--- config.mk ---
export PLATFORM = sky130hd
export DESIGN_NAME = spq_cell
export DESIGN_NICKNAME = d
export VERILOG_FILES = /design/src/hdl/spq_pkg.sv /design/src/hdl/spq_cell.sv
export SDC_FILE = /design/constraint.sdc
export NUM_CORES = 1
export LEC_CHECK = 0
export BUFFER_PORTS_ARGS = -buffer_cell sky130_fd_sc_hd__clkbuf_2
export CAP_MARGIN = 20
export CORE_ASPECT_RATIO = 0.5
export CORE_UTILIZATION = 44
export DETAILED_ROUTE_END_ITERATION = 16
export PLACE_DENSITY = 0.81
export SLEW_MARGIN = 25
export SYNTH_ARGS = -nofsm -noshare
export SYNTH_HDL_FRONTEND = slang
export SYNTH_SLANG_ARGS = --single-unit
export TNS_END_PERCENT = 10
--- constraint.sdc ---
create_clock -name clk_i -period 5.8 [get_ports clk_i]
set_clock_uncertainty 0.05 [all_clocks]
set_input_delay 0.87 -clock clk_i [delete_from_list [all_inputs] [get_ports clk_i]]
set_output_delay 0.87 -clock clk_i [all_outputs]
set_load 0.01 [all_outputs]
--- src/hdl/spq_pkg.sv ---
// Shared types and constants for the sorted priority queue.
// No dependencies; every other file imports this package.
package spq_pkg;

  localparam int unsigned DataW      = 32;
  localparam int unsigned OccW       = 7;
  localparam int unsigned SpqDepth   = 64;

  typedef enum logic [1:0] {
    StDone  = 2'd0,
    StFull  = 2'd1,
    StEmpty = 2'd2
  } spq_status_e;

  typedef enum logic {
    ModeEnq = 1'b0,
    ModeDeq = 1'b1
  } spq_mode_e;

  typedef struct packed {
    logic [DataW-1:0] data;
    logic [DataW-1:0] prio;
  } spq_entry_t;

  // Broadcast from the control to every cell of the chain.
  typedef struct packed {
    logic       enq;
    logic       deq;
    spq_entry_t entry;
  } spq_cmd_t;

endpackage

--- src/hdl/spq_cell.sv ---
// One slot of the sorted chain: holds an entry, shifts right on insert
// and left on removal. Depends on spq_pkg.
module spq_cell import spq_pkg::*; #(
  parameter int unsigned IDX   = 0,
  parameter int unsigned CNT_W = 7
) (
  input  logic             clk_i,
  input  spq_cmd_t         cmd_i,
  input  logic [CNT_W-1:0] cnt_i,
  input  spq_entry_t       left_i,
  input  logic             left_gt_i,
  input  spq_entry_t       right_i,
  output logic             gt_o,
  output spq_entry_t       q_o
);

  spq_entry_t entry_q, entry_d;

  // Empty slots count as larger than anything, so the chain stays monotonic.
  assign gt_o = (cnt_i <= CNT_W'(IDX)) ||
                ($signed(entry_q.prio) > $signed(cmd_i.entry.prio));

  always_comb begin
    entry_d = entry_q;
    if (cmd_i.enq && gt_o) begin
      entry_d = left_gt_i ? left_i : cmd_i.entry;
    end else if (cmd_i.deq) begin
      entry_d = right_i;
    end
  end

  always_ff @(posedge clk_i) begin
    entry_q <= entry_d;
  end

  assign q_o = entry_q;

endmodule

==> flow_metrics.py, run 1 <==
metrics = {
    "status": {
        "outcome": "completed",
    },
    "job": {
        "drv_cap": 0,
    },
    "power": {
        "p_per_area_nw_per_um2": 306.0,
        "power.leakage_nw": 3.104,
        "ir_worst_vdd_uv": 180.2,
    },
    "global_route": {
        "grt_pass1_wl_mm": 17.69,
        "grt_pass1_vias": 3708,
        "grt_usage_pct": 22.69,
        "grt_antenna_before_repair": 0,
        "grt_max_degree": 65,
        "overflow": 0,
    },
    "synth": {
        "synth_top_area_share_pct": 43.11,
        "synth_edf_count": 64,
        "synth.distinct_cells": 29,
        "yosys_register_bits": 64,
        "synth_ff_type": "edfxtp_1",
        "synth-async-reset-ratio_pct": 0,
        "ys_seq_area_share_pct": 43.11,
        "syn_nets": 603,
        "synthCells": 368,
        "yosysWarnings": 0,
        "netlist_area_um2": 4458,
        "synth_area_leaders": "edfxtp_1 (43%), mux2_4 (17%), mux2_2 (12%), ha_1 (9.0%), o21ai_0 (4.0%)",
        "avgSynthCellArea_um2": 12.11,
        "yosysTopAreaCell": "edfxtp_1",
    },
    "timing": {
        "fmax_mhz": 244.9,
        "hold_viol_final": 0,
        "holdWs_ns": 0.7917,
        "finalSetupTns_ns": 0,
        "tightest_slew_ns": 0.8966,
        "finalSetupViolCount": 0,
        "post-route-period-util_pct": 70.39,
        "rsz0062_at_grt": "false",
        "slew_viol_final": 0,
        "finalCriticalPeriod_ns": 4.083,
        "slew_headroom_pct": 40.22,
    },
    "floorplan": {
        "dieHeight_um": 73.18,
        "fp-row-count": 25,
        "start_util_pct": 46.27,
        "die_w_um": 144.4,
        "die_area_um2": 10560,
        "core-area_um2": 9634,
        "boundaryPins": 268,
    },
    "cts": {
        "cts.sinks": 64,
        "hold_buffers": 0,
        "insertion_delay_ns": 0.32,
        "cts_buffer_depth": 2,
        "cts_tree": "done",
        "cts_root_buffer": "clkbuf_16",
        "cts_buffers": 9,
        "ctsHtreeMaxLevel": 3,
        "path_clk_slew_ns": 0.05,
        "post-cts-setup-buffers": 0,
        "cts_resized": 0,
    },
    "setup_path": {
        "critPathCaptureType": "flip-flop",
        "critPathKind": "in -> reg",
        "critPathRequiredTime_ns": 5.74,
        "crit_arrival_ns": 4.02,
        "cp-start-kind": "input port",
        "crit_fanout": 37,
    },
    "finish": {
        "drive_above_1_share_pct": 60.06,
        "fill_cells": 797,
        "area.growth.synth_to_final_pct": 38.79,
        "largest_reg_flops": 64,
        "design_area_um2": 6187,
        "final_core_util_pct": 64.22,
        "insertedDiodeCount": 0,
        "layout.nets": 866,
    },
    "detailed_routing": {
        "wl_met3_um": 760,
        "drt_iter0_drc": 187,
        "routed_wl_mm": 12.21,
        "viasPerCell": 4.947,
        "routed.top_layer": "met4",
        "ant_nets": 0,
        "dr_wl_met2_mm": 6.501,
        "drt-met1-wl_mm": 4.730,
        "drtPass1Iterations": 5,
        "vias": 3814,
        "wire_per_inst_um": 15.84,
        "drc": 0,
    },
    "placement": {
        "placed_area_um2": 5906,
        "dpl.hpwl_mm": 9.767,
        "portBuffers": 267,
        "place_congestion": 0.8627,
    },
    "hold_path": {
        "hp-class": "in -> reg",
    },
}
## worst max-delay path, stage by stage
cell and delay [ns]:
clkbuf_2 0.07, inv_1 0.04, ha_1 0.42, nand4_1 0.18, or4_4 0.59, nor3_1 0.22, o21ai_0 0.19, o311ai_4 0.14
or2_2 0.77, buf_4 0.48
## final timing paths
kind,start,endpoint,slack (ns),depth (start not counted)
worst max-delay path,cmd_i[31],q_o[37],1.72,10
worst min-delay path,right_i[54],q_o[54],0.79,2
worst max register to register,q_o[31],q_o[37],1.97,8
worst min register to register,q_o[31],q_o[29],1.33,4
## cells in the mapped netlist (4+ instances only)
cell type,n
nand2_1,41
nand4_1,8
nor3_1,4
ha_1,32
a21oi_1,16
mux2_2,48
buf_6,5
inv_1,35
o21ai_0,36
clkbuf_1,8
mux2_4,49
edfxtp_1,64
## layout by cell type (no fill, tap or decap), types with 2 or more instances in the layout
master / Yosys / routed
a21oi_1: 16 / 16
buf_4: 1 / 3
clkbuf_16: 0 / 9
clkbuf_2: 0 / 266
clkinv_1: 0 / 4
edfxtp_1: 64 / 64
ha_1: 32 / 32
inv_1: 35 / 35
mux2_2: 48 / 48
mux2_4: 49 / 49
nand2_1: 41 / 41
nand3_1: 3 / 3
nand4_1: 8 / 8
nor3_1: 4 / 4
o211ai_1: 2 / 2
o21ai_0: 36 / 36
## routing by layer
metal	up-vias	track usage, %
met5	-	0
met4	0	8.538
met3	20	6.496
met2	128	42.31
met1	1774	24.70
li1	1892	-
## kinds of logic after synthesis
family	after synthesis	synth area share, %
AO/OA/AOI/OAI	61	7.690
AND/OR/NAND/NOR	61	6.175
adder cells (fa/ha/maj)	32	8.981
flip-flops	64	43.11
multiplexers	97	28.63
buffers and inverters	53	5.417
## cell type report
class | count | area, um^2 | area share [%]
Clock buffer | 10 | 229.0 | 3.701
Clock inverter | 6 | 50.05 | 0.8089
Inverter | 35 | 131.4 | 2.123
Multi-Input combinational cell | 251 | 2312 | 37.37
Sequential cell | 64 | 1922 | 31.06
Tap cell | 135 | 168.9 | 2.730
Timing Repair Buffer | 270 | 1374 | 22.20
## where the power goes
group / internal, mW / switching (mW)
clock network: 0.326 / 0.185
registers: 0.651 / 0.0455
logic: 0.348 / 0.338
total: 1.32 / 0.569
## per-stage QoR
| stage | total power, mW | std cells | setup WS (ns) |
|---|---|---|---|
| 2_1_floorplan | 1.145 | 368 | 1.134 |
| 3_3_place_gp | 1.368 | 755 | 1.496 |
| 3_5_place_dp | 1.392 | 755 | 1.380 |
| 4_1_cts | 1.908 | 771 | 1.706 |
| 5_1_grt | 1.987 | 771 | 1.461 |
| 6_report | 1.893 | 771 | 1.717 |
No activity file was read; power rests on OpenSTA's default activity.
==> inputs of run 2 (changes only) <==
==> constraint.sdc (replaced) <==
create_clock -name clk_i -period 4 [get_ports clk_i]
set_clock_uncertainty 0.05 [all_clocks]
set_input_delay 0.6 -clock clk_i [delete_from_list [all_inputs] [get_ports clk_i]]
set_output_delay 0.6 -clock clk_i [all_outputs]
set_load 0.01 [all_outputs]
==> run 2 against run 1 <==
Net effect: largest power group unchanged; register-to-register slack got worse by 1.2 ns; total power rose by 52%; setup slack got worse by 0.96 ns; final area rose by 1.6%; via count up 1.2%; count of clock-buffer cells in the layout down 1; worst hold slack worse by 0.26 ns; critical path depth decreased by 2; global-route usage rose by 0.10 points; critical path type is now reg -> out; die area is the same; sequential share of layout area down 0.49 points.
==> flow_metrics.py, run 2 (same netlist as run 1, synthesis figures left out) <==
metrics = {
    "global_route": {
        "grt_pass1_wl_mm": 18.06,
        "grt_usage_pct": 22.80,
        "grt_antenna_before_repair": 0,
        "grt_pass1_vias": 3827,
        "overflow": 0,
        "grt_max_degree": 65,
    },
    "finish": {
        "drive_above_1_share_pct": 60.78,
        "layout.nets": 870,
        "final_cells": 775,
        "area.growth.synth_to_final_pct": 41.00,
        "mostFrequentLayoutCells": "clkbuf_2 (266), edfxtp_1 (64), mux2_4 (49)",
        "largest_reg_flops": 64,
        "insertedDiodeCount": 0,
        "final_common_cell": "clkbuf_2",
        "final_core_util_pct": 65.25,
    },
    "detailed_routing": {
        "wire_per_inst_um": 15.68,
        "vias": 3859,
        "routed_wl_mm": 12.15,
        "drt_iter0_drc": 251,
        "drtPass1Iterations": 4,
        "drc": 0,
        "viasPerCell": 4.979,
        "ant_nets": 0,
    },
    "cts": {
        "hold_buffers": 0,
        "insertion_delay_ns": 0.31,
        "cts_tree": "done",
        "cts.sinks": 64,
        "cts_root_buffer": "clkbuf_16",
        "cts_buffer_depth": 2,
        "cts_resized": 0,
        "ctsHtreeMaxLevel": 3,
        "post-cts-setup-buffers": 0,
        "cts_buffers": 9,
        "path_clk_slew_ns": 0.05,
    },
    "timing": {
        "fmax_mhz": 308.7,
        "finalCriticalPeriod_ns": 3.239,
        "slew_viol_final": 0,
        "finalSetupViolCount": 0,
        "holdWs_ns": 0.5330,
        "tightest_slew_ns": 0.5874,
        "rsz0062_at_grt": "false",
        "slew_headroom_pct": 60.84,
        "post-route-period-util_pct": 80.98,
        "finalSetupTns_ns": 0,
        "hold_viol_final": 0,
    },
    "setup_path": {
        "crit_slowest_cell": "or4_4",
        "rr_worst_depth": 8,
        "r2r-start": "q_o[30]",
        "crit_buf_inv": 1,
        "crit_fanout": 4,
        "slowest_delay_ns": 0.59,
        "worstPathCellList": "ha_1, nand4_1, or4_4, nor3_1, nor3_1, o32a_1, a21bo_2, clkbuf_2",
        "crit_arrival_ns": 2.59,
        "critPathRequiredTime_ns": 3.35,
        "crit_family": "simple AND/OR/NAND/NOR gates",
        "critPathCaptureType": "output pin",
        "cpMostUsedCell": "nor3_1",
        "cp-start-kind": "flip-flop",
        "r2r_setup_slack_ns": 0.78,
        "critPathKind": "reg -> out",
        "timing.rr.end": "q_o[57]",
    },
    "hold_path": {
        "hp-class": "in -> reg",
        "hp-start": "right_i[53]",
        "min_to": "q_o[53]",
        "hold_depth": 2,
    },
    "placement": {
        "dpl.hpwl_mm": 9.700,
        "place_congestion": 0.8755,
        "portBuffers": 267,
        "dp.cells": 759,
    },
    "power": {
        "power.leakage_nw": 3.153,
        "ir_worst_vdd_uv": 292.6,
        "p_per_area_nw_per_um2": 458.5,
        "p_total_mw": 2.882,
    },
    "floorplan": {
        "fp-row-count": 25,
        "dieHeight_um": 73.18,
        "start_util_pct": 46.27,
        "boundaryPins": 268,
        "die_area_um2": 10560,
        "core-area_um2": 9634,
        "die_w_um": 144.4,
    },
    "job": {
        "drv_cap": 0,
    },
    "status": {
        "outcome": "completed",
    },
}
run 2: cell count changes in the layout (fill, tap and decap cells not counted):
cell        before  now
clkbuf_1         1    0
buf_4            3    6
clkinvlp_4       0    1
buf_12           1    2
clkinv_1         4    2
bufinv_16        1    3
run 2: report_power, final:
part           leakage, nW  switching, mW  total [mW]  internal, mW
combinational         2.35          0.486        1.00         0.515
sequential           0.640         0.0678        1.01         0.943
clock                0.161          0.267       0.870         0.603
run 2: worst reg2reg max path, stage by stage, from the launching register on:
cell and delay [ns]:
edfxtp_1 0.39, ha_1 0.34, nand4_1 0.16, or4_4 0.59, o311a_1 0.38, a32oi_1 0.26
o311ai_4 0.17, or2_2 0.33, buf_12 0.22
run 2: how the worst max path moves through the flow:
stage               cells past startpoint      start      end
global route                            8    q_o[25]     gt_o
floorplan                              10  cmd_i[31]   q_o[0]
detailed placement                     10  cmd_i[30]  q_o[61]
CTS                                     8    q_o[30]     gt_o
finish                                  8    q_o[30]     gt_o
global placement                       10  cmd_i[30]  q_o[40]
run 2: layout make-up:
type                            instances  area (um^2)
Clock buffer                            9        225.2
Sequential cell                        64         1922
Timing Repair Buffer                  274         1416
Tap cell                              135        168.9
Multi-Input combinational cell        251         2312
Fill cell                             777         3348
Clock inverter                          7        110.1
Inverter                               35        131.4
run 2: layer usage:
metal  up-vias  part of all wire [%]  GRT usage, %
met3        12                   5.7         5.381
met1      1823                    39         26.24
met4         0                  0.79         5.263
met5         -                     0             0
met2       136                    54         43.11
li1       1888                     -             -
run 2: per-stage QoR:
stage	setup slack [ns]	cell area (um^2)
after floorplan	0.2411	4458
after global placement	0.5655	5948
after detailed placement	0.5114	5948
after CTS	0.7618	6284
after global routing	0.6091	6286
final	0.7609	6286
==> inputs of run 3 (changes only) <==
--- a/config.mk
+++ b/config.mk
@@ -5,12 +5,13 @@
 export SDC_FILE = /design/constraint.sdc
 export NUM_CORES = 1
 export LEC_CHECK = 0
+export ABC_AREA = 1
 export BUFFER_PORTS_ARGS = -buffer_cell sky130_fd_sc_hd__clkbuf_2
 export CAP_MARGIN = 20
 export CORE_ASPECT_RATIO = 0.5
-export CORE_UTILIZATION = 44
+export CORE_UTILIZATION = 45
 export DETAILED_ROUTE_END_ITERATION = 16
-export PLACE_DENSITY = 0.81
+export PLACE_DENSITY = 0.82
 export SLEW_MARGIN = 25
 export SYNTH_ARGS = -nofsm -noshare
 export SYNTH_HDL_FRONTEND = slang
==> constraint.sdc (replaced) <==
create_clock -name clk_i -period 3.2 [get_ports clk_i]
set_clock_uncertainty 0.05 [all_clocks]
set_input_delay 0.48 -clock clk_i [delete_from_list [all_inputs] [get_ports clk_i]]
set_output_delay 0.48 -clock clk_i [all_outputs]
set_load 0.01 [all_outputs]
==> run 3 against run 2 <==
Net effect: total power is 33% higher; wire length is 9.6% higher; critical path depth is 2 higher; largest power group is now combinational cells; count of clock-buffer cells in the layout stayed put; largest cell class unchanged.
==> flow_metrics.py, run 3 <==
metrics = {
    "floorplan": {
        "start_util_pct": 47.48,
        "core-area_um2": 9697,
        "dieHeight_um": 73.53,
        "die_w_um": 145.1,
        "die_area_um2": 10660,
        "fp-row-count": 25,
        "boundaryPins": 268,
    },
    "timing": {
        "finalSetupTns_ns": 0,
        "slew_viol_final": 0,
        "finalSetupViolCount": 0,
        "fmax_mhz": 353.8,
        "tightest_slew_ns": 0.6625,
        "rsz0062_at_grt": "false",
        "post-route-period-util_pct": 88.34,
        "slew_headroom_pct": 55.83,
        "holdWs_ns": 0.3748,
        "finalCriticalPeriod_ns": 2.827,
        "hold_viol_final": 0,
    },
    "setup_path": {
        "crit_fanout": 9,
        "timing.rr.end": "q_o[3]",
        "r2r-start": "q_o[19]",
        "cp-start-kind": "flip-flop",
        "critPathCapture": "gt_o",
        "crit_arrival_ns": 2.30,
        "crit_start": "q_o[19]",
        "critPathCaptureType": "output pin",
        "r2r_setup_slack_ns": 0.50,
        "critPathKind": "reg -> out",
        "rr_worst_depth": 12,
        "critPathRequiredTime_ns": 2.67,
    },
    "detailed_routing": {
        "drtPass1Iterations": 5,
        "drt_iter0_drc": 283,
        "routed_wl_mm": 13.31,
        "ant_nets": 0,
        "wire_per_inst_um": 14.38,
        "drc": 0,
        "viasPerCell": 4.995,
        "vias": 4625,
    },
    "synth": {
        "synth-async-reset-ratio_pct": 0,
        "synth_ff_type": "edfxtp_1",
        "yosysMostFrequentCell": "nand2_1",
        "yosys_register_bits": 64,
        "synth.distinct_cells": 24,
        "synth_commonest_cells": "nand2_1 (146), nand3_1 (66), edfxtp_1 (64), nand2_2 (52), inv_1 (41)",
        "ys_seq_area_share_pct": 41.74,
        "synthCells": 532,
        "avgSynthCellArea_um2": 8.655,
        "synth_edf_count": 64,
        "yosysTopAreaCell": "edfxtp_1",
        "yosysWarnings": 0,
        "synth_top_area_share_pct": 41.74,
        "synth_area_leaders": "edfxtp_1 (42%), nand2_1 (12%), ha_1 (8.7%), mux2_2 (8.1%), nand3_1 (7.2%)",
        "syn_nets": 767,
        "netlist_area_um2": 4604,
    },
    "cts": {
        "cts_buffer_depth": 2,
        "path_clk_slew_ns": 0.06,
        "hold_buffers": 0,
        "cts_tree": "done",
        "insertion_delay_ns": 0.32,
        "ctsHtreeMaxLevel": 3,
        "cts_resized": 0,
        "post-cts-setup-buffers": 0,
        "cts_root_buffer": "clkbuf_16",
        "cts_buffers": 9,
        "cts.sinks": 64,
    },
    "hold_path": {
        "hold_depth": 3,
        "hp-start": "right_i[9]",
        "hp-class": "in -> reg",
    },
    "placement": {
        "dpl.hpwl_mm": 10.17,
        "place_congestion": 0.8832,
        "placed_area_um2": 6003,
        "portBuffers": 267,
    },
    "finish": {
        "area.growth.synth_to_final_pct": 37.15,
        "fill_cells": 836,
        "drive_above_1_share_pct": 47.79,
        "design_area_um2": 6315,
        "layout.nets": 1021,
        "insertedDiodeCount": 0,
        "final_common_cell": "clkbuf_2",
        "mostFrequentLayoutCells": "clkbuf_2 (266), nand2_1 (145), nand3_1 (66)",
        "final_core_util_pct": 65.12,
        "regArea_um2": 1922,
        "largest_reg_flops": 64,
        "multi_input_area_um2": 2345,
    },
    "global_route": {
        "met1_usage_pct": 29.50,
        "grt_pass1_wl_mm": 20.85,
        "grt_antenna_before_repair": 0,
        "met3_usage_pct": 4.969,
        "overflow": 0,
        "grt_usage_pct": 24.96,
        "grt_max_degree": 96,
        "grt_pass1_vias": 4555,
        "grt_busiest_layer": "met2",
        "grtUsageMet2_pct": 45.46,
    },
    "job": {
        "drv_cap": 0,
    },
    "power": {
        "p_total_mw": 3.841,
        "p_per_area_nw_per_um2": 608.3,
        "power.leakage_nw": 3.398,
        "ir_worst_vdd_uv": 283.6,
    },
    "status": {
        "outcome": "completed",
    },
}
## run 3: cell count changes after synthesis, sizes merged, moves of 3 or more
| cell | delta |
|---|---|
| nand2 | +157 |
| mux2 | -64 |
| nand3 | +64 |
| nor2 | +9 |
| buf | +8 |
| inv | +6 |
| nand4 | -6 |
| clkbuf | +5 |
| nor3 | -3 |
## run 3: cells by family after synthesis
logic type	count (synthesis)	synth area share [%]
compound gates	52	5.869
buf+inv	72	7.500
mux	33	8.071
simple gates	279	28.13
flops	64	41.74
fa+ha+maj	32	8.696
## run 3: layer usage
metal	wire (um)	share of wire, %	up-vias
met5	0	0	-
met4	284	2.1	0
met3	694	5.2	26
met2	6922	52	160
met1	5412	41	2141
li1	-	-	2298
## run 3: cell type report
type,instances,share of cell area (%)
multi-input cells,396,37.13
flip-flops and latches,64,30.43
repair buffers,274,22.39
clock buffers,9,3.566
well taps,135,2.675
inverters,41,2.437
clock inverters,7,1.367
## run 3: worst max-delay path, stage by stage, from the launching register on
cell and delay (ns):
edfxtp_1 0.40, ha_1 0.33, a21o_1 0.19, o21ai_1 0.15
nand2_1 0.08, a21oi_1 0.19, nand2_1 0.09, nand2_1 0.07
nand3_2 0.07, nand2_2 0.17, clkbuf_2 0.24
## run 3: worst min path at each step
stage / end / slack, ns
after floorplan: q_o[14] / 0.60
after global placement: q_o[0] / 0.69
after detailed placement: q_o[5] / 0.70
after CTS: q_o[5] / 0.36
after global routing: q_o[17] / 0.37
final: q_o[9] / 0.37
## run 3: metrics by stage
step / worst slack (ns) / cells
3_5_place_dp: 0.3162 / 910
2_1_floorplan: 0.06632 / 532
5_1_grt: 0.2313 / 926
4_1_cts: 0.3753 / 926
6_report: 0.3732 / 926
3_3_place_gp: 0.3904 / 910
## run 3: power breakdown
group | switching (mW) | internal, mW
registers | 0.0969 | 1.24
clock network | 0.352 | 0.674
logic | 0.917 | 0.559
